[config.mk]
export PLATFORM = sky130hd
export DESIGN_NAME = nbl_combine
export DESIGN_NICKNAME = d
export VERILOG_FILES = /design/src/hdl/assert_macros.svh /design/src/hdl/nbl_pkg.sv /design/src/hdl/nbl_combine.sv
export SDC_FILE = /design/constraint.sdc
export NUM_CORES = 2
export LEC_CHECK = 0
export ABC_AREA = 1
export BUFFER_PORTS_ARGS = -buffer_cell sky130_fd_sc_hd__buf_2
export CAP_MARGIN = 25
export CORE_MARGIN = 1.5
export CORE_UTILIZATION = 50
export DETAILED_ROUTE_END_ITERATION = 10
export GPL_TIMING_DRIVEN = 0
export MAX_ROUTING_LAYER = met4
export PLACE_DENSITY = 0.73
export SKIP_LAST_GASP = 1
export SYNTH_ARGS = -nofsm -noshare
export SYNTH_HDL_FRONTEND = slang
export SYNTH_SLANG_ARGS = --single-unit
[constraint.sdc]
create_clock -name clk -period 11.5 [get_ports clk]
set_clock_uncertainty 0.2 [all_clocks]
set_input_delay 0 -clock clk [delete_from_list [all_inputs] [get_ports clk]]
set_output_delay 0 -clock clk [all_outputs]
set_load 0.02 [all_outputs]
[src/hdl/assert_macros.svh]
// assertion helpers for the rtl
`ifndef ASSERT_MACROS_SVH
`define ASSERT_MACROS_SVH

// same-cycle implication, off during reset
`define ASSERT_IMPLIES(label, clk, rst, ante, cons, msg) \
  label: assert property (@(posedge clk) disable iff (rst) (ante) |-> (cons)) \
    else $error(msg);

// next-cycle implication, off during reset
`define ASSERT_NEXT(label, clk, rst, ante, cons, msg) \
  label: assert property (@(posedge clk) disable iff (rst) (ante) |=> (cons)) \
    else $error(msg);

`endif

[src/hdl/nbl_pkg.sv]
`default_nettype none
package nbl_pkg;

  localparam int WORDW = 18;
  localparam int IDXW  = 12;
  localparam int VALW  = 32;

  localparam logic [1:0] CMD_NODE  = 2'd0;
  localparam logic [1:0] CMD_LEAF  = 2'd1;
  localparam logic [1:0] CMD_QUERY = 2'd2;

  localparam logic CFG_VALUE_MODE  = 1'b0;
  localparam logic CFG_MODEL_ORDER = 1'b1;

  localparam logic [VALW-1:0] ONE_Q24 = 32'h0100_0000;
  localparam logic [VALW-1:0] SAT32   = 32'hFFFF_FFFF;

  typedef struct packed {
    logic [WORDW-1:0] word;
    logic [IDXW-1:0]  child;
    logic [VALW-1:0]  backoff;
    logic [VALW-1:0]  prob;
  } node_entry_t;

  typedef struct packed {
    logic [WORDW-1:0] word;
    logic [VALW-1:0]  prob;
  } leaf_entry_t;

endpackage
`default_nettype wire

[src/hdl/nbl_combine.sv]
`default_nettype none
module nbl_combine
  import nbl_pkg::*;
(
  input  wire logic            clk,
  input  wire logic            rst,
  input  wire logic            start,
  input  wire logic            log_mode,
  input  wire logic [VALW-1:0] bow,
  input  wire logic [VALW-1:0] value,
  output logic                 done,
  output logic      [VALW-1:0] result
);

  logic [2*VALW-1:0] prod;
  logic              pend;
  logic              mode_q;

  always_ff @(posedge clk) begin
    if (rst) begin
      pend <= 1'b0;
      done <= 1'b0;
    end else begin
      done <= pend;
      pend <= start;
      if (start) begin
        mode_q <= log_mode;
        if (log_mode) begin
          prod <= (2*VALW)'(bow) + (2*VALW)'(value);
        end else begin
          prod <= bow * value;
        end
      end
      if (pend) begin
        if (mode_q) begin
          result <= (prod[VALW]) ? SAT32 : prod[VALW-1:0];
        end else begin
          // q8.24 product, truncated
          result <= (|prod[2*VALW-1:VALW+24]) ? SAT32 : prod[VALW+23:24];
        end
      end
    end
  end

endmodule
`default_nettype wire

==> qor.csv <==
stage,metric,value,unit
sta,finalHoldViolCount,0,
floorplan,dieWidth,293,µm
drt,drtPass1Iterations,6,
cts,cts_tree,built,
logic_synthesis,synth_compound_area_frac,0.0365,
global_routing,grt_max_degree,37,
global_routing,grt_pass1_vias,37500,
status,outcome,completed,
cts,clkTransAtPathRegs,0.08,ns
sta,rsz0062_at_grt,no,
placement,io_buffers,100,
drt,detail_route.wl_per_cell,26.1,µm
drt,drc,0,
floorplan,fp.dieH,293,µm
drt,routed_wl,179000,µm
global_routing,antenna_found_initial,10,
logic_synthesis,async_reset_ff_frac,0,
critical_path,cp_slowest_cell,clkbuf_1,
logic_synthesis,synth_area,42000,µm²
cts,cts_max_level,3,
logic_synthesis,synth_xor_area_frac,0.00271,
logic_synthesis,synth_seq_area_share,0.0704,
critical_path,cpLargestDelayFamily,adder cells,
critical_path,crit_path_max_fanout,10,
drt,met3WireLength,20500,µm
logic_synthesis,synth_seq_cells,99,
sta,slew_violations,0,
drt,wl_met2,75900,µm
logic_synthesis,ys_top_cells_by_area,"fa_1, inv_1, nand2_1",
min_path,hold_path.class,in -> reg,
floorplan,core,83300,µm²
sta,fmax,126,MHz
logic_synthesis,synth_edf_count,97,
drt,num_vias,37200,
logic_synthesis,synth_fp_nets,6861,
logic_synthesis,synth_top_family_by_area,adder cells,
finish,drive_above_1_share,0.0475,
drt,detail_route.iter0.violations,4345,
logic_synthesis,muxShareOfSynthArea,0,
logic_synthesis,yosysTopAreaCell,fa_1,
cts,cts_root_buffer,clkbuf_16,
cts,cts_buffers,9,
sta,finalCriticalPeriod,7.95,ns
sta,max_slew_margin,0.196,
critical_path,start_kind,input port,
logic_synthesis,yosysMostFrequentCell,inv_1,
placement,gp_congestion,1.08,
critical_path,critical_path_buf_inv_count,6,
critical_path,crit_top_cell,fa_1,
critical_path,crit_type,in -> reg,
finish,synthToLayoutAreaGrowth,6.91,%
drt,ant_nets,0,
run,max_cap_viol_count,0,
critical_path,required,11.42,ns
sta,tightest_slew,1.21,ns
cts,clockBufferDepth,2,
sta,setup-violations-final,0,
placement,dpl.hpwl,154000,µm
logic_synthesis,synth_fa_ha_area_frac,0.516,
cts,clk_latency,0.37,ns
logic_synthesis,synth_top_area_frac,0.428,
drt,highest_layer,met4,
critical_path,crit_arrival,7.87,ns
global_routing,gr-total-overflow,0,
logic_synthesis,yosys_warnings,0,
logic_synthesis,synth_cell_types,43,
finish,design_area,44900,µm²
logic_synthesis,synth_top_cells_by_count,"inv_1, nand2_1, fa_1, ha_1, clkbuf_1",
logic_synthesis,synth_cells,5600,
logic_synthesis,synthSimpleGateAreaFrac,0.194,
drt,vias_per_cell,5.43,
floorplan,start_util,0.504,
global_routing,grt_pass1_wl,257000,µm
finish,nets,7020,
logic_synthesis,avgSynthCellArea,7.49,µm²
sta,tns,0,ns
critical_path,end_kind,register,
sta,post-route-period-util,0.691,
placement,placed_cell_area,44300,µm²
floorplan,io_pins,101,
floorplan,rows,106,
logic_synthesis,ys_dominant_reg_cell,edfxtp_1,
drt,m1WireLength,69800,µm
critical_path,cp_slowest_stage_delay,0.88,ns
cts,clock_sinks,99,
floorplan,die_area,85700,µm²
global_routing,grtUsageTotal,0.440,
## path summary, 6_finish.rpt
kind | end | startpoint | slack (ns) | cells after the start
max | prod[57] | value[8] | 3.55 | 25
min | prod[0] | bow[0] | 0.03 | 4
max reg2reg | result[5] | prod[63] | 9.46 | 7
min reg2reg | done | pend | 0.29 | 2
## flip-flops by register name (all words and copies together) (netlist names)
signal,count
prod,64
result,32
pend,1
done,1
mode_q,1
## timing repair
| action | CTS | global route |
|---|---|---|
| buffers inserted | 0 | 0 |
| gates resized for setup | 0 | 0 |
| hold buffers | 4 | 0 |
| hold endpoints to repair | 46 | 0 |
## through the flow
| step | instances | util | hold slack [ns] | worst slack [ns] |
|---|---|---|---|---|
| floorplan | 5600 | - | -0.128 | 5.39 |
| global placement | 6780 | 0.526 | -0.00136 | 3.29 |
| detailed placement | 6810 | 0.532 | 0.00406 | 3.47 |
| CTS | 6830 | 0.536 | 0.0212 | 3.84 |
| global route | 6849 | 0.538 | 0.0280 | 3.54 |
| finish | 6852 | 0.539 | 0.0277 | 3.55 |
## placed cells by master (no fill, tap or decap), drive strengths merged, types with 7 or more instances in the layout
cell | Yosys | final
a21oi | 138 | 138
o21ai | 69 | 69
o32a | 23 | 23
nand4 | 10 | 10
fa | 896 | 896
edfxtp | 97 | 97
o22ai | 8 | 8
nand3 | 98 | 98
diode | 0 | 8
inv | 1797 | 1800
nand3b | 9 | 9
o21bai | 15 | 15
xor2 | 7 | 7
buf | 8 | 152
nor2 | 190 | 190
nand2 | 1684 | 1684
nor3 | 14 | 14
ha | 297 | 297
clkbuf | 203 | 212
## logic make-up after synthesis
group                    after synthesis
AND/OR/NAND/NOR                     2019
buffers and inverters               2011
adder cells (fa/ha/maj)             1193
AO/OA/AOI/OAI                        265
flip-flops                            99
XOR/XNOR                              13
## cell type report
| cell class | count | area, µm² |
|---|---|---|
| antenna | 8 | 20.0 |
| buffer | 211 | 797 |
| tap | 1080 | 1350 |
| inverter | 1800 | 6760 |
| sequential | 99 | 2950 |
| multi-input combinational | 3490 | 31500 |
| clock inverter | 7 | 80.1 |
| fill | 8317 | 38400 |
| clock buffer | 9 | 225 |
| timing repair buffer | 148 | 1210 |
## tightest hold or removal path: stages
cell and delay [ns]:
buf_2 0.17, ha_1 0.15, nand2_1 0.04, o21ai_0 0.10
## per-layer routing
| metal | track usage | vias up |
|---|---|---|
| met3 | 0.0841 | 450 |
| met2 | 0.639 | 2238 |
| met4 | 0.247 | 0 |
| li1 | - | 16100 |
| met5 | - | - |
| met1 | 0.580 | 18500 |
Power is left out: the tool's default activity adds up to more than one toggle a clock period on the data nets, which glitch-free logic cannot reach.
